==> src/hw/rtl/perspective_divide_viewport_macros.svh <==
// Assertion helpers used by the RTL of the perspective divide block.
// Both need clk_i, PDV_ASSERT also rst_ni, in the module that uses them.
`ifndef PERSPECTIVE_DIVIDE_VIEWPORT_MACROS_SVH
`define PERSPECTIVE_DIVIDE_VIEWPORT_MACROS_SVH

// Checked on every rising edge while the block is out of reset.
`define PDV_ASSERT(lbl, prop, msg) \
  lbl: assert property (@(posedge clk_i) disable iff (!rst_ni) (prop)) else $error(msg);

// Checked on every rising edge, reset included.
`define PDV_ASSERT_ALWAYS(lbl, prop, msg) \
  lbl: assert property (@(posedge clk_i) (prop)) else $error(msg);

`endif

==> src/hw/rtl/pdv_pkg.sv <==
package pdv_pkg;

  localparam int unsigned CanvasW   = 13;
  localparam int unsigned DenW      = 44;
  localparam int unsigned NdcLimLog = 40;
  localparam int unsigned NumLanes  = 4;

  localparam logic [CanvasW-1:0] CanvasWReset = 13'd640;
  localparam logic [CanvasW-1:0] CanvasHReset = 13'd480;

  localparam logic [1:0] LaneX = 2'd0;
  localparam logic [1:0] LaneY = 2'd1;
  localparam logic [1:0] LaneZ = 2'd2;
  localparam logic [1:0] LaneR = 2'd3;

  typedef enum logic {
    REG_CANVAS_W = 1'b0,
    REG_CANVAS_H = 1'b1
  } reg_idx_e;

  // Per-vertex control that rides along with the quotient lanes.
  typedef struct packed {
    logic                mode;
    logic                w_zero;
    logic                outside;
    logic [NumLanes-1:0] neg;
  } side_t;

  typedef struct packed {
    logic saturated;
    logic w_zero;
    logic outside;
  } out_flags_t;

  // Magnitude width of the inverse-mode numerator 2x - W*one.
  function automatic int unsigned inv_mag_w(input int unsigned f);
    return (f + 14 > 33) ? f + 14 : 33;
  endfunction

  // Width of every dividend lane, and so the number of divider cells.
  function automatic int unsigned quot_w(input int unsigned f);
    return inv_mag_w(f) + f + 1;
  endfunction

endpackage

==> src/hw/rtl/pdv_div_cell.sv <==
module pdv_div_cell #(
  parameter int unsigned NumW = 50
) (
  input  logic                                                 clk_i,
  input  logic                                                 rst_ni,
  input  logic                                                 valid_i,
  output logic                                                 ready_o,
  input  logic [pdv_pkg::NumLanes-1:0][NumW-1:0]               num_i,
  input  logic [pdv_pkg::NumLanes-1:0][pdv_pkg::DenW-1:0]      den_i,
  input  logic [pdv_pkg::NumLanes-1:0][pdv_pkg::DenW-1:0]      rem_i,
  input  pdv_pkg::side_t                                       side_i,
  output logic                                                 valid_o,
  input  logic                                                 ready_i,
  output logic [pdv_pkg::NumLanes-1:0][NumW-1:0]               num_o,
  output logic [pdv_pkg::NumLanes-1:0][pdv_pkg::DenW-1:0]      den_o,
  output logic [pdv_pkg::NumLanes-1:0][pdv_pkg::DenW-1:0]      rem_o,
  output pdv_pkg::side_t                                       side_o
);
  import pdv_pkg::*;

  logic                              valid_q;
  logic [NumLanes-1:0][NumW-1:0]     num_d, num_q;
  logic [NumLanes-1:0][DenW-1:0]     rem_d, rem_q, den_q;
  logic [NumLanes-1:0][DenW:0]       shf, dif;
  logic [NumLanes-1:0]               ge;
  side_t                             side_q;

  // One restoring step per lane: the dividend shifts out at the top while
  // the quotient bit enters at the bottom.
  always_comb begin
    for (int l = 0; l < NumLanes; l++) begin
      shf[l]   = {rem_i[l], num_i[l][NumW-1]};
      dif[l]   = shf[l] - {1'b0, den_i[l]};
      ge[l]    = shf[l] >= {1'b0, den_i[l]};
      rem_d[l] = ge[l] ? dif[l][DenW-1:0] : shf[l][DenW-1:0];
      num_d[l] = {num_i[l][NumW-2:0], ge[l]};
    end
  end

  assign ready_o = !valid_q || ready_i;

  always_ff @(posedge clk_i or negedge rst_ni) begin
    if (!rst_ni) begin
      valid_q <= 1'b0;
    end else if (ready_o) begin
      valid_q <= valid_i;
    end
  end

  always_ff @(posedge clk_i) begin
    if (valid_i && ready_o) begin
      num_q  <= num_d;
      rem_q  <= rem_d;
      den_q  <= den_i;
      side_q <= side_i;
    end
  end

  assign valid_o = valid_q;
  assign num_o   = num_q;
  assign rem_o   = rem_q;
  assign den_o   = den_q;
  assign side_o  = side_q;

endmodule

==> config.mk <==
export PLATFORM = sky130hd
export DESIGN_NAME = pdv_div_cell
export DESIGN_NICKNAME = d
export VERILOG_FILES = /design/src/hw/rtl/perspective_divide_viewport_macros.svh /design/src/hw/rtl/pdv_pkg.sv /design/src/hw/rtl/pdv_div_cell.sv
export SDC_FILE = /design/constraint.sdc
export NUM_CORES = 1
export LEC_CHECK = 0
export BUFFER_PORTS_ARGS = -buffer_cell sky130_fd_sc_hd__buf_2
export CORE_AREA = 2 2 444 446
export CTS_CLUSTER_SIZE = 40
export DETAILED_ROUTE_END_ITERATION = 6
export DIE_AREA = 0 0 446 448
export SETUP_SLACK_MARGIN = 0.5
export SLEW_MARGIN = 0
export SYNTH_ARGS = -nofsm -noshare
export SYNTH_HDL_FRONTEND = slang
export SYNTH_SLANG_ARGS = --single-unit
export TNS_END_PERCENT = 30
==> constraint.sdc <==
create_clock -name clk_i -period 27.9 [get_ports clk_i]
set_input_delay 1.395 -clock clk_i [delete_from_list [all_inputs] [get_ports clk_i]]
set_output_delay 1.395 -clock clk_i [all_outputs]
set_load 0.02 [all_outputs]
# ---- Yosys cells after proc, flatten, opt, wreduce, memory -nomap -nowiden
# Index checks and enable logic that the tools add are counted.
# W data, S select, Z words.
dict set report word_totals {
  word_cells 32
  output_inout_bits 561
  inputBits 563
  register_bits 560
}
dict set report op_classes {
  reduce_logical 3
  magnitude_cmp 4
  add_sub_neg 4
  mux 4
}
# operator n
set ops {}
lappend ops {{$ge A45 B44 Y1} 4}
lappend ops {{$mux W44} 4}
lappend ops {{$sub A44 B44 Y44} 4}
lappend ops {{$logic_and A1 B1 Y1} 1}
lappend ops {{$logic_not A1 Y1} 1}
lappend ops {{$logic_or A1 B1 Y1} 1}

# ---- Longest topological paths before layout
dict set report logic_depth {
  ltp_word 3
  depth_mapped 15
  ltp_nobuf 12
}

# ---- Worst setup path after synthesis
# OpenSTA, ideal clock, no wires.
dict set report synth_path {
  path_type {input port to flip-flop}
  start {input port ready_i}
  end {register den_q (netlist bit den_o[0]), enable pin}
  required_time_ns 26.905
  t_arrival_ns 14.298
  n_path_buf 0
  cell_stages 2
  setup_ns 0.995
  path_slack_ns 12.606
  cell_sequence {nand2b_1 and2_1}
}
dict set report synth_between {
  elab_chain_cells 2
}
# item line
set synth_lines {}
lappend synth_lines {{start, declared} pdv_div_cell.sv:13} ;# input logic ready_i,
lappend synth_lines {{$logic_or A1 B1 Y1} pdv_div_cell.sv:40} ;# assign ready_o = !valid_q || ready_i;
lappend synth_lines {{$logic_and A1 B1 Y1} pdv_div_cell.sv:51} ;# if (valid_i && ready_o) begin
lappend synth_lines {{end signal, assigned} pdv_div_cell.sv:54} ;# den_q <= den_i;
lappend synth_lines {{end, declared} pdv_div_cell.sv:23} ;# logic [NumLanes-1:0][DenW-1:0] rem_d, rem_q, den_q;
# No other way between the ends.
# A chain may end at the register's enable or synchronous reset.

==> impl_metrics.toml <==
[clock_tree]
post_cts_buffers = 0
clockBufferDepth = 3
clock_tree.root_cell = "clkbuf_16"
numCtsBuffers = 73
post_cts_resized = 0
cts_hold_buffers = 0
path_clk_slew_ns = 0.06
htree_levels = 3
clkLatencyLatePin_ns = 0.68
clock-sinks = 560
cts_tree = "yes"

[logic_synthesis]
synth_xor_area_share_pct = 4.16
synth_compound_area_share_pct = 14.6
synth-simple-area-share_pct = 8.27
synth_cell_types = 82
synthFlopType = "edfxtp_1"
yosys_warnings = 0
synthArstFlopShare_pct = 0.179
synth_area_um2 = 29700
synth-seq-area-share_pct = 56.6
ys_ff_latch = 560
syn_avg_cell_area_um2 = 12.0
synthMuxAreaShare_pct = 4.50
synth_edf_count = 559
synthAdderAreaFrac_pct = 7.69
synth_fp_nets = 3208
synth_top_family_by_area = "compound AO/OA/AOI/OAI gates"
syn_inst = 2465

[sta]
finalHoldViolations = 0
tightest_slew_ns = 1.13
holdWs_ns = 0.491
fin_crit_ns = 4.96
layout_setup_ws_ns = 22.94
fin_crit_sh_pct = 17.8
slew_headroom_pct = 24.7
finalMaxSlewViolations = 0
fin_worst_skew_ns = 0.0326
fin_tns_setup_ns = 0
setup_violations = 0
rsz0062_at_grt = "no"
fmax_ghz = 0.202

[placed_design]
pre_cts_slack_ns = 22.25
port_buffers = 1123
gp_congestion = 0.919
dp.cells = 6061
place_hpwl_mm = 124

[pwr]
power.leakage_nw = 17.3
ir_worst_vdd_mv = 0.0466
power_density_nw_per_um2 = 63.9

[drt]
firstDrtPassIters = 7
ant_nets = 0
drt-initial-drc-count = 1764
wire_per_inst_um = 23.7
drc_errors = 0
routed_wl_mm = 147
drt-vias-per-instance = 4.02
via_count = 25021

[setup_path]
critical_path.max_stage_delay_ns = 0.73
cp_cell_sequence = "buf_2 > inv_1 > ha_1 > and3_1 > nand4_1 > nor4_1 > nand2_1 > a31oi_2 > a311o_1 > and2_1 > a21oi_2 > inv_2 > mux2_2"
critPathLaunchType = "input port"
cp-end-kind = "flip-flop"
path_buf_inv = 3
critical-path-top-delay-family = "simple AND/OR/NAND/NOR gates"
cp.arrival_ns = 5.38
cp_max_fo = 40
required_ns = 28.33
crit_path_top_delay_cell = "inv_2"
critPathKind = "in2reg"

[global_route]
grt_usage_pct = 13.9
globalRouteOverflowTotal = 0
grt_pass1_wl_mm = 195
grt_max_degree = 82
grt_pass1_vias = 24412
antenna_found_initial = 74

[floorplan]
rows = 162
die-area_um2 = 200000
initial_utilization_pct = 15.3
die_w_um = 446
core_area_um2 = 195000
die_h_um = 448
pin_count = 1124

[cells_and_area]
fin_cells = 6217
drive_gt1_share_pct = 38.0
synthToLayoutAreaGrowth_pct = 36.9
nNetsFinal = 4337

[hold_path]
hold_path_class = "in2async"

[outcome]
status = "completed"

[run]
maxCapViolCount = 0
-- cells in the final DEF (no fill, tap or decap), types with 16 or more instances in the layout --
cell type	instances
nor3_1	17
a31oi_1	25
a21o_1	104
nand2_1	117
o21bai_1	25
xnor2_1	92
o21a_1	30
and2_1	16
nand4_1	39
mux2_4	37
mux2_2	64
a211oi_1	27
o31ai_1	24
nor2_1	147
edfxtp_1	559
o21ai_0	84
inv_1	221
buf_2	1123
o211ai_1	18
a21oi_1	241
ha_1	176
nor2b_1	23
clkbuf_16	74
diode_2	23
xor2_1	49
nand2b_1	16
nand3_1	44
and3_1	28
-- state kept, by name (all words and copies together), names as in the netlist --
signal and count:
den_o 176, num_o 200, rem_o 176, side_o 7, valid_o 1
-- logic make-up (layout without fill, tap and decap cells) --
| group | Yosys count | after routing |
|---|---|---|
| fa+ha+maj | 180 | 180 |
| mux | 107 | 107 |
| xor+xnor | 141 | 141 |
| buf+inv | 303 | 1490 |
| other cells | 0 | 23 |
| flops | 560 | 560 |
| simple gates | 502 | 502 |
| compound gates | 672 | 672 |
-- path summary, 6_finish.rpt --
kind	startpoint	endpoint	slack, ns	cells past startpoint
max in group asynchronous	rst_ni	valid_o	27.31	1
hold reg to reg	valid_o	valid_o	0.94	2
min in group clk_i	side_i[1]	side_o[1]	0.88	1
hold / removal	rst_ni	valid_o	0.49	1
setup / recovery	den_i[145]	rem_o[145]	22.94	13
setup reg to reg	valid_o	rem_o[31]	23.24	5
-- layer usage --
layer / vias up / GRT usage, % / share of wire (%)
met1: 12290 / 16.8 / 40
met3: 213 / 4.81 / 9.3
met2: 996 / 23.2 / 48
li1: 11506 / - / -
met4: 16 / 4.14 / 2.5
met5: - / 0 / 0.070
-- cell usage after synthesis, types with 5 or more instances --
master / instances / share of area [%]
a21oi_1: 241 / 4.1
a31o_2: 7 / 0.21
xor2_1: 49 / 1.4
ha_1: 176 / 7.4
or2_2: 9 / 0.19
nand2b_1: 16 / 0.34
nand3_1: 44 / 0.74
buf_1: 6 / 0.076
edfxtp_1: 559 / 57
o21a_1: 30 / 0.76
a21o_1: 104 / 2.6
a31oi_1: 25 / 0.53
nor2_1: 147 / 1.9
o22ai_1: 7 / 0.15
nor3_1: 17 / 0.29
a21boi_0: 7 / 0.18
buf_2: 11 / 0.19
o21bai_1: 25 / 0.63
clkbuf_1: 58 / 0.73
mux2i_1: 6 / 0.20
o211ai_1: 18 / 0.46
nor4_1: 10 / 0.21
xnor2_1: 92 / 2.7
o21ai_0: 84 / 1.4
o31ai_1: 24 / 0.61
a41oi_1: 5 / 0.15
a311oi_1: 7 / 0.21
nand2_1: 117 / 1.5
mux2_4: 37 / 1.9
o31a_1: 7 / 0.21
mux2_2: 64 / 2.4
or3_1: 13 / 0.27
a211o_1: 6 / 0.18
and3_1: 28 / 0.59
nor2b_1: 23 / 0.48
and2_1: 17 / 0.36
inv_1: 222 / 2.8
nand4_1: 39 / 0.82
a211oi_1: 27 / 0.68
-- stage by stage --
| stage | power [W] | util (%) | cell area, um2 |
|---|---|---|---|
| finish | 0.00260 | 20.9 | 40600 |
| global route | 0.00271 | 20.9 | 40600 |
| CTS | 0.00264 | 20.9 | 40600 |
| detailed placement | 0.00165 | 19.6 | 38200 |
| global placement | 0.00165 | 19.6 | 38200 |
| floorplan | 0.00143 | - | 29700 |
-- layout make-up --
type,count,area (um2)
Fill cell,21177,154000
Sequential cell,560,16800
Multi-Input combinational cell,1602,11600
Timing Repair Buffer,1133,5700
Tap cell,2542,3180
Clock buffer,81,1880
Inverter,224,848
Clock inverter,52,527
Antenna cell,23,57.6
-- report_power, final --
group	total [W]	internal (W)	switching, W	leakage, nW
Combinational	0.000587	0.000214	0.000373	10.8
Clock	0.000967	0.000549	0.000418	1.16
Sequential	0.00104	0.00101	0.0000322	5.33
Note: power is estimated with default switching activity, not from simulation.
