**src/hw/rtl/perspective_divide_viewport_macros.svh**
```systemverilog
// Assertion helpers used by the RTL of the perspective divide block.
// Both need clk_i, PDV_ASSERT also rst_ni, in the module that uses them.
`ifndef PERSPECTIVE_DIVIDE_VIEWPORT_MACROS_SVH
`define PERSPECTIVE_DIVIDE_VIEWPORT_MACROS_SVH

// Checked on every rising edge while the block is out of reset.
`define PDV_ASSERT(lbl, prop, msg) \
  lbl: assert property (@(posedge clk_i) disable iff (!rst_ni) (prop)) else $error(msg);

// Checked on every rising edge, reset included.
`define PDV_ASSERT_ALWAYS(lbl, prop, msg) \
  lbl: assert property (@(posedge clk_i) (prop)) else $error(msg);

`endif

```
**src/hw/rtl/pdv_pkg.sv**
```systemverilog
package pdv_pkg;

  localparam int unsigned CanvasW   = 13;
  localparam int unsigned DenW      = 44;
  localparam int unsigned NdcLimLog = 40;
  localparam int unsigned NumLanes  = 4;

  localparam logic [CanvasW-1:0] CanvasWReset = 13'd640;
  localparam logic [CanvasW-1:0] CanvasHReset = 13'd480;

  localparam logic [1:0] LaneX = 2'd0;
  localparam logic [1:0] LaneY = 2'd1;
  localparam logic [1:0] LaneZ = 2'd2;
  localparam logic [1:0] LaneR = 2'd3;

  typedef enum logic {
    REG_CANVAS_W = 1'b0,
    REG_CANVAS_H = 1'b1
  } reg_idx_e;

  // Per-vertex control that rides along with the quotient lanes.
  typedef struct packed {
    logic                mode;
    logic                w_zero;
    logic                outside;
    logic [NumLanes-1:0] neg;
  } side_t;

  typedef struct packed {
    logic saturated;
    logic w_zero;
    logic outside;
  } out_flags_t;

  // Magnitude width of the inverse-mode numerator 2x - W*one.
  function automatic int unsigned inv_mag_w(input int unsigned f);
    return (f + 14 > 33) ? f + 14 : 33;
  endfunction

  // Width of every dividend lane, and so the number of divider cells.
  function automatic int unsigned quot_w(input int unsigned f);
    return inv_mag_w(f) + f + 1;
  endfunction

endpackage

```
**src/hw/rtl/pdv_prep.sv**
```systemverilog
module pdv_prep #(
  parameter int unsigned FracBits = 16,
  parameter int unsigned NumW     = 50
) (
  input  logic                                            clk_i,
  input  logic                                            rst_ni,
  input  logic                                            valid_i,
  output logic                                            ready_o,
  input  logic                                            mode_i,
  input  logic signed [31:0]                              x_i,
  input  logic signed [31:0]                              y_i,
  input  logic signed [31:0]                              z_i,
  input  logic signed [31:0]                              w_i,
  input  logic [pdv_pkg::CanvasW-1:0]                     cw_i,
  input  logic [pdv_pkg::CanvasW-1:0]                     ch_i,
  output logic                                            valid_o,
  input  logic                                            ready_i,
  output logic [pdv_pkg::NumLanes-1:0][NumW-1:0]          num_o,
  output logic [pdv_pkg::NumLanes-1:0][pdv_pkg::DenW-1:0] den_o,
  output pdv_pkg::side_t                                  side_o
);
  import pdv_pkg::*;

  localparam int unsigned IMagW = inv_mag_w(FracBits);
  localparam int unsigned IW    = IMagW + 1;
  localparam int unsigned MulW  = CanvasW + 32;

  logic signed [32:0]   xe, ye, ze, we, nwe;
  logic signed [IW-1:0] cw_fix, ch_fix, ix_s, iy_s, ix_m, iy_m;
  logic [31:0]          ax_d, ay_d, az_d, aw_d;
  logic [MulW-1:0]      dxw_d, dyw_d;
  side_t                side_d;

  logic                 valid_q;
  logic [31:0]          ax_q, ay_q, az_q, aw_q;
  logic [IMagW-1:0]     imx_q, imy_q;
  logic [DenW-1:0]      dxw_q, dyw_q;
  side_t                side_q;

  always_comb begin
    xe  = 33'(x_i);
    ye  = 33'(y_i);
    ze  = 33'(z_i);
    we  = 33'(w_i);
    nwe = -we;

    ax_d = x_i[31] ? 32'(-x_i) : 32'(x_i);
    ay_d = y_i[31] ? 32'(-y_i) : 32'(y_i);
    az_d = z_i[31] ? 32'(-z_i) : 32'(z_i);
    aw_d = w_i[31] ? 32'(-w_i) : 32'(w_i);

    // Inverse numerators 2x - W*one and H*one - 2y.
    cw_fix = $signed(IW'(cw_i) << FracBits);
    ch_fix = $signed(IW'(ch_i) << FracBits);
    ix_s   = (IW'(x_i) <<< 1) - cw_fix;
    iy_s   = ch_fix - (IW'(y_i) <<< 1);
    ix_m   = ix_s[IW-1] ? -ix_s : ix_s;
    iy_m   = iy_s[IW-1] ? -iy_s : iy_s;

    dxw_d = cw_i * aw_d;
    dyw_d = ch_i * aw_d;

    side_d.mode    = mode_i;
    side_d.w_zero  = (w_i == 32'sd0);
    side_d.outside = !((xe <= we) && (xe >= nwe) && (ye <= we) && (ye >= nwe) &&
                       (ze <= we) && !z_i[31]);
    side_d.neg[LaneX] = (mode_i ? ix_s[IW-1] : x_i[31]) ^ w_i[31];
    side_d.neg[LaneY] = (mode_i ? iy_s[IW-1] : y_i[31]) ^ w_i[31];
    side_d.neg[LaneZ] = z_i[31] ^ w_i[31];
    side_d.neg[LaneR] = w_i[31];
  end

  assign ready_o = !valid_q || ready_i;

  always_ff @(posedge clk_i or negedge rst_ni) begin
    if (!rst_ni) begin
      valid_q <= 1'b0;
    end else if (ready_o) begin
      valid_q <= valid_i;
    end
  end

  always_ff @(posedge clk_i) begin
    if (valid_i && ready_o) begin
      ax_q   <= ax_d;
      ay_q   <= ay_d;
      az_q   <= az_d;
      aw_q   <= aw_d;
      imx_q  <= ix_m[IMagW-1:0];
      imy_q  <= iy_m[IMagW-1:0];
      dxw_q  <= dxw_d[DenW-1:0];
      dyw_q  <= dyw_d[DenW-1:0];
      side_q <= side_d;
    end
  end

  // Each dividend carries half the divisor so that the floor quotient
  // rounds to nearest with ties away from zero.
  always_comb begin
    den_o[LaneZ] = DenW'(aw_q);
    den_o[LaneR] = DenW'(aw_q);
    num_o[LaneZ] = (NumW'(az_q) << FracBits) + NumW'(aw_q >> 1);
    num_o[LaneR] = (NumW'(1) << (2 * FracBits)) + NumW'(aw_q >> 1);
    if (side_q.mode) begin
      den_o[LaneX] = dxw_q;
      den_o[LaneY] = dyw_q;
      num_o[LaneX] = (NumW'(imx_q) << FracBits) + NumW'(dxw_q >> 1);
      num_o[LaneY] = (NumW'(imy_q) << FracBits) + NumW'(dyw_q >> 1);
    end else begin
      den_o[LaneX] = DenW'(aw_q);
      den_o[LaneY] = DenW'(aw_q);
      num_o[LaneX] = (NumW'(ax_q) << FracBits) + NumW'(aw_q >> 1);
      num_o[LaneY] = (NumW'(ay_q) << FracBits) + NumW'(aw_q >> 1);
    end
  end

  assign valid_o = valid_q;
  assign side_o  = side_q;

endmodule

```
**config.mk**
```make
export PLATFORM = sky130hd
export DESIGN_NAME = pdv_prep
export DESIGN_NICKNAME = d
export VERILOG_FILES = /design/src/hw/rtl/perspective_divide_viewport_macros.svh /design/src/hw/rtl/pdv_pkg.sv /design/src/hw/rtl/pdv_prep.sv
export SDC_FILE = /design/constraint.sdc
export NUM_CORES = 2
export LEC_CHECK = 0
export BUFFER_PORTS_ARGS = -buffer_cell sky130_fd_sc_hd__buf_2
export CORE_MARGIN = 2
export CORE_UTILIZATION = 55
export DETAILED_ROUTE_END_ITERATION = 16
export GPL_TIMING_DRIVEN = 1
export PLACE_DENSITY = 0.75
export SLEW_MARGIN = 20
export SYNTH_ARGS = -nofsm -noshare
export SYNTH_HDL_FRONTEND = slang
export SYNTH_SLANG_ARGS = --single-unit
```
**constraint.sdc**
```tcl
create_clock -name clk_i -period 23 [get_ports clk_i]
set_clock_uncertainty 0.15 [all_clocks]
set_input_delay 3.45 -clock clk_i [delete_from_list [all_inputs] [get_ports clk_i]]
set_output_delay 3.45 -clock clk_i [all_outputs]
set_load 0.01 [all_outputs]
```
**Word-level counts from Yosys, hierarchy flattened**

Cells that the tools add are included.

- Register bits after elaboration: 290
- Bits of input ports: 159
- Output and inout port bits: 385

- Add/sub/neg operators: 15
- Multiply operators: 2
- Magnitude comparators: 5
- Multiplexer cells: 10
- Bitwise logic cells: 3
- Reduce and logical (&&, ||, !) cells: 11

Operators with widths:

| cell | number |
|---|---|
| $add 48x31->49 | 3 |
| $neg 32->32 | 4 |
| $add 49x43->50 | 2 |
| $mux 100 | 1 |
| $le 32x32->1 | 3 |
| $mux 31 | 3 |
| $mul 13x32->44 | 2 |
| $mux 88 | 1 |
| $ge 32x33->1 | 2 |
| $mux 33 | 2 |
| $neg 33->33 | 2 |
| $add 33x31->34 const A | 1 |
| $sub 30x33->34 | 1 |
| $sub 33x30->34 | 1 |
| $neg 32->33 | 1 |
| $logic_not 32->1 | 1 |
| $mux 32 | 1 |
| $logic_and 1x1->1 | 6 |
| $logic_not 1->1 | 3 |
| $xor 1x1->1 | 3 |
| $mux 1 | 2 |
| $logic_or 1x1->1 | 1 |

**Depth between registers and ports, before layout**

- Depth in word-level cells: 8
- Depth in mapped cells: 34
- Mapped depth without buffers: 31

**Worst setup path after synthesis**

Ideal clock, no wire load.

- Kind: input to register
- From: in w_i[0]
- To: reg dyw_q[43], data pin
- Arrival: 11.107 ns
- Data required time: 22.578 ns
- Slack: 11.471 ns
- Stages on the path: 31
- Path through: clkbuf_1 > inv_2 > ha_1 > or3b_2 > nor3_2 > nand2_1 > or2_2 > nor3_1 > nand2b_1 > xnor2_1 > clkbuf_1 > nand2_1 > fa_1 > fa_1 > inv_1 > fa_1 > fa_1 > inv_1 > fa_1 > inv_1 > ha_1 > clkbuf_1 > a21o_1 > a21o_1 > a221oi_1 > o21ai_0 > a221oi_1 > o21ai_0 > a21bo_2 > o21ai_0 > a211oi_1

- Cells in the longest elaborated chain, start to end: 3

RTL lines:

| what | RTL line | source |
|---|---|---|
| from (decl) | pdv_prep.sv:13 | `input logic signed [31:0] w_i,` |
| $neg 32->32 | pdv_prep.sv:50 | `aw_d = w_i[31] ? 32'(-w_i) : 32'(w_i);` |
| $mux 32 * | pdv_prep.sv:50 |  |
| $mul 13x32->44 * | pdv_prep.sv:61 | `dyw_d = ch_i * aw_d;` |
| via dyw_d[43] | pdv_prep.sv:31 | `logic [MulW-1:0] dxw_d, dyw_d;` |
| to (signal assigned) | pdv_prep.sv:92 | `dyw_q <= dyw_d[DenW-1:0];` |
| to (decl) | pdv_prep.sv:37 | `logic [DenW-1:0] dxw_q, dyw_q;` |

The timed path passes the listed nets; every way through them passes the cells marked *.
A chain may end at the register's enable or synchronous reset.

**Final worst setup path**

Ends and elaborated chain as after synthesis.

==> metrics.txt <==
status completed; FF+latch count, synth 286; worst hold stages 2; final net count 7490; slew at the pin closest to its max-slew limit 1.08 ns; die extent in y about 310 µm; H-tree depth 2; FFs w/ async S/R, synth less than 1%; initial antenna violation count 27; DR vias 44500; CTS tree done; final hold violations 0; Crit path arrival time 12.62 ns; Synth Flop Type edfxtp_1; Synth Area in Compound Gates 10.5%; final WL 168000 µm; sequential-to-total area share from yosys stat 16.4%; HP Class flip-flop to flip-flop; # IOs 544; count of different cell masters after synthesis 97; first-pass detailed-route iteration total 6; Post-synth top cells inv_1, nand2_1, fa_1; Simple-Gate Fraction of Synth Area about 18%; routability cong. about 1; Syn-to-layout area delta 7.92%; kind of end point of the critical path flip-flop; Yosys top cell by area fa_1; DRC viols 0; Worst slew margin 27.9%; first-pass GRT wire length 255000 µm; Setup WS post-layout 10.57 ns; setup TNS 0 ns; largest family of logic cells by synthesized area adder cells; Die Width 312 µm; multiplexer share of the synthesized area 0.390%; power density over cell area around 170 nW/µm²; Post-CTS Resized 0; Cells after Synth 5964; Worst path max stage delay 0.85 ns; Starting DRT DRC Count ~4200; hold_ws 0.419 ns; GRT overflow 0; highest clock rate 0.0805 GHz; GRT Util Overall 34.2%; CTS Buffer Depth 3; most common cell in the netlist inv_1; root buffer cell clkbuf_16; Die Area 97500 µm²; Initial Util 55.3%; FF-to-FF setup slack 18.92 ns; Crit Path Class input port to flip-flop; count of hold-fix buffers inserted at cts 0; fin crit period 12.43 ns; Synth Area in Adders 36.5%; Required @ worst endpoint 23.20 ns; Syn Std Cell Area 52300 µm²; Setup violations, final 0; Worst Path Max Fanout 27; clk slew on worst S/H paths 0.06 ns; crit start category input port; Post-DP Area roughly 55000 µm²; cts bufs inserted 36; Slew Viols, Final 0; Synth area leaders fa_1, edfxtp_1, ha_1; share of layout cells above drive strength 1 between 10% and 20%; RSZ-0062 raised after global routing false; most frequent CP cell fa_1; Hold Path End valid_o$_DFFE_PN0N_; CORE AREA 94600 µm²; area fraction of the dominant cell type after synthesis 25.4%; slowest cell on the critical path a221oi_1; largest net degree at the start of global routing 80; Final HPWL DP ~130000 µm; pre-CTS setup slack 10.04 ns; RR Startpoint valid_o$_DFFE_PN0N_; post-route insts no fill 7523; Port Buffer Count 499; max_cap viols 0; mean routed wirelength per cell approximately 22 µm; xor and xnor area share after synthesis between 7 and 8%; syn_area_per_cell 8.76 µm²; R2R depth 5; Post-CTS Setup Bufs 0; Final Cell Area 56400 µm²; r2r endpoint dyw_q[18]$_DFFE_PP_; total power 9.84 mW; vias per cell just under 6; Leak 27.1 nW; Worst path top cell family by delay adder cells; Syn. warnings 0; number of synthesized flops with an enable pin 285; number of nets with antenna violations after routing 0; Finished Core Util between 50% and 60%; hold wc startpoint valid_o$_DFFE_PN0N_; Worst Path Buf+Inv 7; FP Rows 113; clock sinks around 290; worst vdd ir 0.188 mV; placed cells between 7000 and 8000; number of global-route vias before repair 43900; Tcrit/Tclk final 54.0%; latest clock arrival within the worst-skew pair ~0.59 ns
[tightest hold or removal path, cell delays in order (launching register included)]
cell and delay (ns):
dfrtp_1 0.35, nand2b_1 0.10, nand2b_1 0.08
[state kept, by name, summed over array words and instances (netlist names)]
name and flops:
dxw_q 44, dyw_q 44, aw_q 32, ax_q 32, ay_q 32, az_q 32
imx_q 31, imy_q 31, side_o 7, valid_o 1
[cell families (layout without fill, tap and decap cells)]
group,count (synthesis),after routing
other,2,71
AOI/OAI and AO/OA,851,851
DFF,286,286
adders and majority gates,1126,1126
xor gates and xnor gates,429,429
buffers and inverters,1306,1531
muxes,20,20
and+or+nand+nor,1944,1944
[layout by cell type (no fill, tap or decap), types with 22 or more instances in the layout]
master / instances
or4_1: 22
or3_1: 39
nand4_1: 73
edfxtp_1: 285
o21bai_1: 28
xnor2_2: 28
a21o_1: 130
nor4_1: 27
a211oi_1: 36
clkbuf_16: 36
a21oi_1: 201
nand2b_1: 48
ha_1: 462
inv_1: 915
nor3_1: 75
nand3_1: 71
a31oi_1: 29
nor2b_1: 42
diode_2: 27
buf_2: 499
and3_1: 31
xor2_1: 114
o21ai_0: 214
o31ai_1: 37
o21a_1: 37
buf_4: 51
fa_1: 664
and2_1: 393
xnor2_1: 287
conb_1: 44
nor2_1: 213
nand2_1: 822
[worst max path at each step]
| stage | slack (ns) | cells past startpoint | to | from |
|---|---|---|---|---|
| 3_3_place_gp | 10.27 | 31 | dyw_q[43]$_DFFE_PP_ | w_i[0] |
| 6_report | 10.57 | 31 | dyw_q[43]$_DFFE_PP_ | w_i[0] |
| 3_5_place_dp | 10.04 | 31 | dyw_q[43]$_DFFE_PP_ | w_i[0] |
| 2_1_floorplan | 11.47 | 31 | dyw_q[43]$_DFFE_PP_ | w_i[0] |
| 4_1_cts | 10.65 | 31 | dyw_q[43]$_DFFE_PP_ | w_i[0] |
| 5_1_grt | 9.99 | 31 | dyw_q[43]$_DFFE_PP_ | w_i[0] |
[layer usage]
metal / wire, µm / global-route usage, %
met1: 63900 / 44.1
met2: 76600 / 54.1
met3: 18700 / 7.96
met4: 8950 / 17.4
met5: 92 / 0
[cell type report]
class	count	area, µm²
multi-input combinational	4414	38500
clock buffer	39	912
timing repair buffer	550	2880
inverter	917	3440
tap	1265	1580
clock inverter	25	388
fill	8162	38200
sequential	286	8580
antenna	27	67.6
[power by group]
| part | internal (mW) | switching, mW | total, mW |
|---|---|---|---|
| registers | 1.04 | 0.123 | 1.16 |
| logic | 3.14 | 4.91 | 8.04 |
| clock network | 0.373 | 0.258 | 0.631 |
| total | 4.55 | 5.29 | 9.84 |
(Power assumes the default switching activity.)
