File: src/hw/rtl/perspective_divide_viewport_macros.svh
// Assertion helpers used by the RTL of the perspective divide block.
// Both need clk_i, PDV_ASSERT also rst_ni, in the module that uses them.
`ifndef PERSPECTIVE_DIVIDE_VIEWPORT_MACROS_SVH
`define PERSPECTIVE_DIVIDE_VIEWPORT_MACROS_SVH

// Checked on every rising edge while the block is out of reset.
`define PDV_ASSERT(lbl, prop, msg) \
  lbl: assert property (@(posedge clk_i) disable iff (!rst_ni) (prop)) else $error(msg);

// Checked on every rising edge, reset included.
`define PDV_ASSERT_ALWAYS(lbl, prop, msg) \
  lbl: assert property (@(posedge clk_i) (prop)) else $error(msg);

`endif

File: src/hw/rtl/pdv_pkg.sv
package pdv_pkg;

  localparam int unsigned CanvasW   = 13;
  localparam int unsigned DenW      = 44;
  localparam int unsigned NdcLimLog = 40;
  localparam int unsigned NumLanes  = 4;

  localparam logic [CanvasW-1:0] CanvasWReset = 13'd640;
  localparam logic [CanvasW-1:0] CanvasHReset = 13'd480;

  localparam logic [1:0] LaneX = 2'd0;
  localparam logic [1:0] LaneY = 2'd1;
  localparam logic [1:0] LaneZ = 2'd2;
  localparam logic [1:0] LaneR = 2'd3;

  typedef enum logic {
    REG_CANVAS_W = 1'b0,
    REG_CANVAS_H = 1'b1
  } reg_idx_e;

  // Per-vertex control that rides along with the quotient lanes.
  typedef struct packed {
    logic                mode;
    logic                w_zero;
    logic                outside;
    logic [NumLanes-1:0] neg;
  } side_t;

  typedef struct packed {
    logic saturated;
    logic w_zero;
    logic outside;
  } out_flags_t;

  // Magnitude width of the inverse-mode numerator 2x - W*one.
  function automatic int unsigned inv_mag_w(input int unsigned f);
    return (f + 14 > 33) ? f + 14 : 33;
  endfunction

  // Width of every dividend lane, and so the number of divider cells.
  function automatic int unsigned quot_w(input int unsigned f);
    return inv_mag_w(f) + f + 1;
  endfunction

endpackage

File: src/hw/rtl/pdv_post.sv
module pdv_post #(
  parameter int unsigned FracBits = 16,
  parameter int unsigned NumW     = 50
) (
  input  logic                                   clk_i,
  input  logic                                   rst_ni,
  input  logic                                   valid_i,
  output logic                                   ready_o,
  input  logic [pdv_pkg::NumLanes-1:0][NumW-1:0] quot_i,
  input  pdv_pkg::side_t                         side_i,
  input  logic [pdv_pkg::CanvasW-1:0]            cw_i,
  input  logic [pdv_pkg::CanvasW-1:0]            ch_i,
  output logic                                   valid_o,
  input  logic                                   ready_i,
  output logic [31:0]                            out_x_o,
  output logic [31:0]                            out_y_o,
  output logic [31:0]                            out_z_o,
  output logic [31:0]                            out_rhw_o,
  output pdv_pkg::out_flags_t                    flags_o
);
  import pdv_pkg::*;

  localparam int unsigned NdcW  = NdcLimLog + 2;
  localparam int unsigned SumW  = NdcW + 1;
  localparam int unsigned ProdW = SumW + CanvasW + 1;
  localparam logic [NumW-1:0] NdcLim = NumW'(1) << NdcLimLog;
  localparam logic [NumW-1:0] NegMax = NumW'(1) << 31;
  localparam logic [NumW-1:0] PosMax = (NumW'(1) << 31) - NumW'(1);

  function automatic logic [32:0] sat_quot(input logic neg, input logic [NumW-1:0] q);
    logic [31:0] lo;
    logic        over;
    lo   = q[31:0];
    over = neg ? (q > NegMax) : (q > PosMax);
    if (over) begin
      return {1'b1, neg ? 32'h8000_0000 : 32'h7fff_ffff};
    end
    return {1'b0, neg ? (~lo + 32'd1) : lo};
  endfunction

  // Halve with ties away from zero, then clamp to the 32-bit range.
  function automatic logic [32:0] sat_half(input logic signed [ProdW-1:0] p);
    logic signed [ProdW-1:0] h;
    logic [ProdW-32:0]       top;
    h   = p[ProdW-1] ? (p >>> 1) : ((p + ProdW'(1)) >>> 1);
    top = h[ProdW-1:31];
    if (&top || ~|top) begin
      return {1'b0, h[31:0]};
    end
    return {1'b1, h[ProdW-1] ? 32'h8000_0000 : 32'h7fff_ffff};
  endfunction

  logic [NdcLimLog:0]       magx, magy;
  logic signed [NdcW-1:0]   mxe, mye, nx, ny;
  logic signed [SumW-1:0]   one_s, sx, sy;
  logic signed [ProdW-1:0]  px_d, py_d;

  logic                          s1_valid_q;
  logic signed [ProdW-1:0]       px_q, py_q;
  logic [NumLanes-1:0][NumW-1:0] quot_q;
  side_t                         side_q;
  logic                          s1_ready;
  logic                          out_ready;

  logic [32:0] rx, ry, rz, rr;
  logic        out_valid_q;
  logic [31:0] ox_q, oy_q, oz_q, or_q;
  out_flags_t  flags_d, flags_q;

  // Forward viewport products (1 +- x/w) * size, with x/w held to +-2^40.
  always_comb begin
    magx  = (quot_i[LaneX] > NdcLim) ? NdcLim[NdcLimLog:0] : quot_i[LaneX][NdcLimLog:0];
    magy  = (quot_i[LaneY] > NdcLim) ? NdcLim[NdcLimLog:0] : quot_i[LaneY][NdcLimLog:0];
    mxe   = $signed({1'b0, magx});
    mye   = $signed({1'b0, magy});
    nx    = side_i.neg[LaneX] ? -mxe : mxe;
    ny    = side_i.neg[LaneY] ? -mye : mye;
    one_s = $signed(SumW'(1) << FracBits);
    sx    = one_s + SumW'(nx);
    sy    = one_s - SumW'(ny);
    px_d  = ProdW'(sx) * ProdW'($signed({1'b0, cw_i}));
    py_d  = ProdW'(sy) * ProdW'($signed({1'b0, ch_i}));
  end

  assign out_ready = !out_valid_q || ready_i;
  assign s1_ready  = !s1_valid_q || out_ready;
  assign ready_o   = s1_ready;

  always_ff @(posedge clk_i or negedge rst_ni) begin
    if (!rst_ni) begin
      s1_valid_q  <= 1'b0;
      out_valid_q <= 1'b0;
    end else begin
      if (s1_ready) begin
        s1_valid_q <= valid_i;
      end
      if (out_ready) begin
        out_valid_q <= s1_valid_q;
      end
    end
  end

  always_ff @(posedge clk_i) begin
    if (valid_i && s1_ready) begin
      px_q   <= px_d;
      py_q   <= py_d;
      quot_q <= quot_i;
      side_q <= side_i;
    end
  end

  always_comb begin
    if (side_q.mode) begin
      rx = sat_quot(side_q.neg[LaneX], quot_q[LaneX]);
      ry = sat_quot(side_q.neg[LaneY], quot_q[LaneY]);
    end else begin
      rx = sat_half(px_q);
      ry = sat_half(py_q);
    end
    rz = sat_quot(side_q.neg[LaneZ], quot_q[LaneZ]);
    rr = sat_quot(side_q.neg[LaneR], quot_q[LaneR]);
    flags_d.w_zero    = side_q.w_zero;
    flags_d.outside   = side_q.outside && !side_q.w_zero;
    flags_d.saturated = (rx[32] | ry[32] | rz[32] | rr[32]) && !side_q.w_zero;
  end

  always_ff @(posedge clk_i) begin
    if (s1_valid_q && out_ready) begin
      ox_q    <= side_q.w_zero ? 32'd0 : rx[31:0];
      oy_q    <= side_q.w_zero ? 32'd0 : ry[31:0];
      oz_q    <= side_q.w_zero ? 32'd0 : rz[31:0];
      or_q    <= side_q.w_zero ? 32'd0 : rr[31:0];
      flags_q <= flags_d;
    end
  end

  assign valid_o   = out_valid_q;
  assign out_x_o   = ox_q;
  assign out_y_o   = oy_q;
  assign out_z_o   = oz_q;
  assign out_rhw_o = or_q;
  assign flags_o   = flags_q;

endmodule

File: config.mk
export PLATFORM = sky130hd
export DESIGN_NAME = pdv_post
export DESIGN_NICKNAME = d
export VERILOG_FILES = /design/src/hw/rtl/perspective_divide_viewport_macros.svh /design/src/hw/rtl/pdv_pkg.sv /design/src/hw/rtl/pdv_post.sv
export SDC_FILE = /design/constraint.sdc
export NUM_CORES = 2
export LEC_CHECK = 0
export BUFFER_PORTS_ARGS = -buffer_cell sky130_fd_sc_hd__buf_2
export CAP_MARGIN = 20
export CORE_AREA = 4 4 320 322
export DETAILED_ROUTE_END_ITERATION = 6
export DIE_AREA = 0 0 324 326
export GPL_TIMING_DRIVEN = 0
export MAX_ROUTING_LAYER = met4
export PLACE_DENSITY_LB_ADDON = 0.05
export SETUP_SLACK_MARGIN = 0.3
export SYNTH_ARGS = -nofsm -noshare
export SYNTH_HDL_FRONTEND = slang
export SYNTH_SLANG_ARGS = --single-unit
File: constraint.sdc
create_clock -name clk_i -period 21.5 [get_ports clk_i]
set_input_delay 4.3 -clock clk_i [delete_from_list [all_inputs] [get_ports clk_i]]
set_output_delay 4.3 -clock clk_i [all_outputs]
set_load 0.02 [all_outputs]
Yosys cells after proc, flatten, opt, wreduce, memory -nomap -nowiden

Index checks and enable logic that the tools add are counted.

Memory bits (writable): 0
ROM bits: 0
Memories: 0
Register bits: 454
Bits in latches: 0
Logic and storage cells: 109

Order comparisons: 10
Mux-type cells: 44
Shift operators: 0
Reduce and logical (&&, ||, !) cells: 17
Bitwise gates (word level): 7
Div/mod/pow operators: 0
$mul: 2
Equality and inequality tests: 0
Add/subtract/negate cells: 10

Operators by type and width:

| kind                                                  | count |
|---|---|
| two-way mux 33 bit                                    | 14 |
| two-way mux 32 bit                                    | 10 |
| > comparator 50 x 31 -> 1 bit (second input constant) | 4 |
| > comparator 50 x 32 -> 1 bit (second input constant) | 4 |
| adder 32 x 1 -> 32 bit (second input constant)        | 4 |
| NOT 32 bit                                            | 4 |
| adder 57 x 2 -> 57 bit (second input constant)        | 2 |
| multiplier 43 x 14 -> 57 bit                          | 2 |
| two-way mux 57 bit                                    | 2 |
| > comparator 50 x 41 -> 1 bit (second input constant) | 2 |
| two-way mux 42 bit                                    | 2 |
| negation 41 -> 42 bit                                 | 2 |
| two-way mux 41 bit                                    | 2 |
| AND reduction 26 bit                                  | 2 |
| OR reduction 26 bit                                   | 2 |
| adder 18 x 42 -> 43 bit (first input constant)        | 1 |
| subtractor 18 x 42 -> 43 bit (first input constant)   | 1 |
| two-way mux 1 bit                                     | 14 |
| logical NOT 1 bit                                     | 5 |
| logical AND 1 bit                                     | 4 |
| logical OR 1 bit                                      | 4 |
| OR 1 bit                                              | 3 |

Logic depth before layout (Yosys ltp)

Word-level depth: 13
Depth in mapped cells: 49
Depth with buffers taken out: 42

Least setup slack after synthesis

OpenSTA, ideal clock, no wires.

Path kind: input to register
Start: in quot_i[27] in the netlist's numbering
End: reg px_q[51], data pin
Arrival time: 15.626 ns
Buffers on the path: 6
Stages on the path: 44
Setup time: 0.269 ns
Data required time: 21.231 ns
Path slack: 5.605 ns
Cell sequence: or4_1 or4_1 or4_1 a21oi_2 buf_2 buf_1 clkbuf_1 nand2_1 ha_1 clkbuf_1 nand2b_1 a22oi_1 o21ai_0 clkbuf_1 inv_1 ha_1 nand2_1 or3_1 (+8 left out) fa_1 inv_1 fa_1 inv_1 fa_1 fa_1 ha_1 a21o_1 a21o_1 a21oi_1 o22ai_1 a221oi_1 o21ai_0 a311oi_1 o21ai_0 a21o_1 a2111oi_0 nor3_1

Word-level cells in the longest chain between the ends: 6

Ends and longest elaborated chain:

| item                           | line            | RTL |
|---|---|---|
| start: declaration             | pdv_post.sv:9   | `input logic [pdv_pkg::NumLanes-1:0][NumW-1:0] quot_i,` |
| > comparator 50 x 41 -> 1 bit  | pdv_post.sv:72  | `magx = (quot_i[LaneX] > NdcLim) ? NdcLim[NdcLimLog:0] : quot_i[LaneX][NdcLimLog:0];` |
| two-way mux 41 bit *           | pdv_post.sv:72  |  |
| negation 41 -> 42 bit          | pdv_post.sv:76  | `nx = side_i.neg[LaneX] ? -mxe : mxe;` |
| two-way mux 42 bit *           | pdv_post.sv:76  |  |
| adder 18 x 42 -> 43 bit *      | pdv_post.sv:79  | `sx = one_s + SumW'(nx);` |
| multiplier 43 x 14 -> 57 bit * | pdv_post.sv:81  | `px_d = ProdW'(sx) * ProdW'($signed({1'b0, cw_i}));` |
| via px_d[51]                   | pdv_post.sv:56  | `logic signed [ProdW-1:0] px_d, py_d;` |
| end signal: assignment         | pdv_post.sv:105 | `px_q <= px_d;` |
| end: declaration               | pdv_post.sv:59  | `logic signed [ProdW-1:0] px_q, py_q;` |

The timed path passes the listed nets; every way through them passes the cells marked *.
A chain may end at the register's enable or synchronous reset.

Worst setup path in the final report

Start: in quot_i[10] in the netlist's numbering
End: reg px_q[51], data pin

Same word-level chain as after synthesis.

==> results.ini <==
[outcome]
outcome=finished, violations left
violations=design-rule violations

[sta]
worst_pin_slew_ps=1210
rsz0062_at_grt=false
max_freq_mhz=50.6
fin_skew_ps=36.0
setup_tns_ps=0
finalCritPeriodShare_pct=92.0
setup_viol=0
slew_headroom_pct=19.1
hold_viol=0
slew_violations=0
min_period_ps=19780

[logic_synthesis]
yosysWarnings=0
async_reset_ff_share_pct=0.441
synth_top_family_by_area=adder cells
synth_flop_cell=edfxtp_1
yosysUniqueCellTypes=100
synth_simple_gate_area_share_pct=18.0
syn_area_mm2=0.0632
synth_mux_area_share_pct=0.241
synth-seq-area-share_pct=21.6
avgSynthCellArea_um2=9.49
synth_edf_count=452
synthXorXnorAreaFrac_pct=5.68
synthAdderAreaFrac_pct=36.9
ys_seq_elements=454
synthCells=6661
synth_compound_area_share_pct=9.30
syn_nets=8162

[setup_path]
cp-start-kind=input port
crit_type=input port to flip-flop
crit_fanout=10
max_stage_delay_ps=970
cpMostUsedCell=fa_1
endpoint_kind=flip-flop
cp-startpoint=quot_i[10]
arrival_ps=20160
r2r_start=py_q[56]
critPathSlowestCell=o21ai_0
worstPathRequired_ps=21880

[power_and_ir_drop]
leakage_uw=0.0312
peakVddDrop_v=0.000248
p_switching_uw=1770
switching_share_pct=41.8
clockPowerShare_pct=21.0
power.density_mw_per_mm2=61.7
internal_power_uw=2470
seqPwrFrac_pct=29.2
pwr-share-comb_pct=49.8

[global_routing]
top_usage_layer=met2
use_met1_pct=51.5
use_met2_pct=58.4
grt_pass1_wl_mm=307
grt_pass1_vias=51868
grt_antenna_before_repair=25
grt_max_degree=74
met3_usage_pct=13.4
overflow=0
grt.total_usage_pct=39.7

[placed_design]
place_inst=8333
post-dp-hpwl_mm=166
place.gp.congestion=1.02
io_buffers=356

[die]
die-area_mm2=0.106
io_pins=370
start_util_pct=63.5
core_mm2=0.0996
die_w_um=324
fp.dieH_um=326
rows=116

[layout]
drive_above_1_share_pct=8.12
fin_nets=8597
fillers=7934
fin_cells=8459
areaGrowthSynthToFinish_pct=8.73

[clocking]
post_cts_buffers=0
clkLatencyLatePin_ps=650
cts_hold_buffers=0
clock-sinks=454
cts_resized=0
cts_root_buf=clkbuf_16
cts_tree=yes
clock_path_buffers=3
cts_inserted_buffers=53
htree_num_levels=2
path_clk_slew_ps=80

[hold_path]
worstHoldStart=s1_valid_q
hold_path_class=flip-flop to flip-flop

[route]
wl_per_cell_um=23.7
drt_iter0_markers=5136
drc=6
vias=51453
ant_nets=0
routed_via_density=6.08
dr.pass1.iters=7
drt_wl_total_mm=201

[job]
max_cap_violations=0

[per-layer routing]
| layer | vias to the layer above | share of wire (%) |
|---|---|---|
| met5 | - | 0 |
| li1 | 22538 | - |
| met2 | 2856 | 44 |
| met4 | 0 | 4.7 |
| met1 | 25492 | 38 |
| met3 | 567 | 13 |
[stage by stage]
stage	total power, uW	cell area, um^2	setup WS (ps)	hold WS (ps)	util (%)
2_1_floorplan	2690	63200	5610	449	-
3_3_place_gp	3300	66600	780	475	66.9
3_5_place_dp	3330	66900	1750	486	67.2
4_1_cts	4230	68600	2410	516	68.9
5_1_grt	4510	68700	1180	530	69.0
6_report	4240	68700	1720	518	69.0
[state kept, by name, summed over array words and instances (netlist names)]
name	flops
out_rhw_o	32
flags_d	1
quot_q	200
valid_o	1
out_y_o	32
out_x_o	32
px_q	57
flags_o	3
side_q	6
out_z_o	32
s1_valid_q	1
py_q	57
[placed cells by master (no fill, tap or decap), types with 62 or more instances in the layout]
master	count
inv_1	1064
fa_1	998
nand2_1	899
and2_1	512
edfxtp_1	452
buf_2	385
clkbuf_1	296
ha_1	266
a21oi_1	238
xnor2_1	228
o21ai_0	204
nor2_1	182
xor2_1	182
nand3_1	107
and3_1	95
a21o_1	88
nor3_1	73
nor4_1	64
o31ai_1	62
[worst max-delay path, delay by kind of cell]
| kind | cells | cell delay [ps] |
|---|---|---|
| buffers and inverters | 11 | 3090 |
| and+or+nand+nor | 10 | 2710 |
| xor gates and xnor gates | 1 | 890 |
| adders and majority gates | 9 | 3920 |
| AOI/OAI and AO/OA | 14 | 5200 |
[Yosys cell counts, types with 11 or more instances]
master / number / area [um^2]
inv_1: 1064 / 3990
a21o_1: 88 / 661
mux2i_1: 13 / 130
nand2_1: 899 / 3370
nand3_1: 107 / 536
or3_1: 52 / 325
a31oi_1: 25 / 156
nand2b_1: 43 / 269
nor3b_1: 11 / 82.6
a211oi_1: 21 / 158
xnor2_1: 228 / 2000
clkbuf_1: 286 / 1070
fa_1: 998 / 20000
o31ai_1: 62 / 465
o21bai_1: 22 / 165
nor2b_1: 11 / 68.8
o21ai_0: 204 / 1020
xor2_1: 182 / 1590
o221ai_2: 20 / 300
o211ai_1: 14 / 105
edfxtp_1: 452 / 13600
nand4_1: 61 / 382
nor4_1: 68 / 425
nor3_1: 73 / 365
o21a_1: 18 / 135
or2_2: 19 / 119
or4_1: 51 / 383
a211o_1: 13 / 114
and2_1: 514 / 3220
o41ai_1: 26 / 228
and4_1: 18 / 158
ha_1: 266 / 3330
buf_2: 22 / 110
nor2_1: 182 / 683
and3_1: 95 / 594
a21oi_1: 238 / 1190
[power groups by stage]
stage / sequential (uW) / clock (uW) / combinational (uW)
after floorplan: 1280 / 0 / 1410
after global placement: 1270 / 0 / 2020
after detailed placement: 1250 / 0 / 2070
after CTS: 1240 / 903 / 2100
after global routing: 1250 / 937 / 2320
final: 1240 / 890 / 2110
[kinds of logic after synthesis]
kind of cell / after synthesis
AO/OA/AOI/OAI: 882
XOR/XNOR: 410
adder cells (fa/ha/maj): 1264
buffers and inverters: 1390
flip-flops: 454
multiplexers: 15
AND/OR/NAND/NOR: 2246
[worst paths after layout]
path	depth (start not counted)	slack, ps	endpoint
max	45	1720	px_q[51]
min	1	520	valid_o
max reg2reg	12	16030	out_y_o[25]
min reg2reg	1	520	valid_o
max in group asynchronous	1	17960	s1_valid_q
min in group asynchronous	1	3440	valid_o
[cell type report]
class	count	area (um^2)	area share (%)
clock inverter	36	344	0.501
multi-input combinational	4817	44300	64.5
clock buffer	63	1360	1.98
antenna	21	52.6	0.0765
buffer	325	1280	1.87
inverter	1065	4000	5.82
timing repair buffer	380	2100	3.05
tap	1298	1620	2.36
sequential	454	13600	19.8
Note: power is estimated with default switching activity, not from simulation.
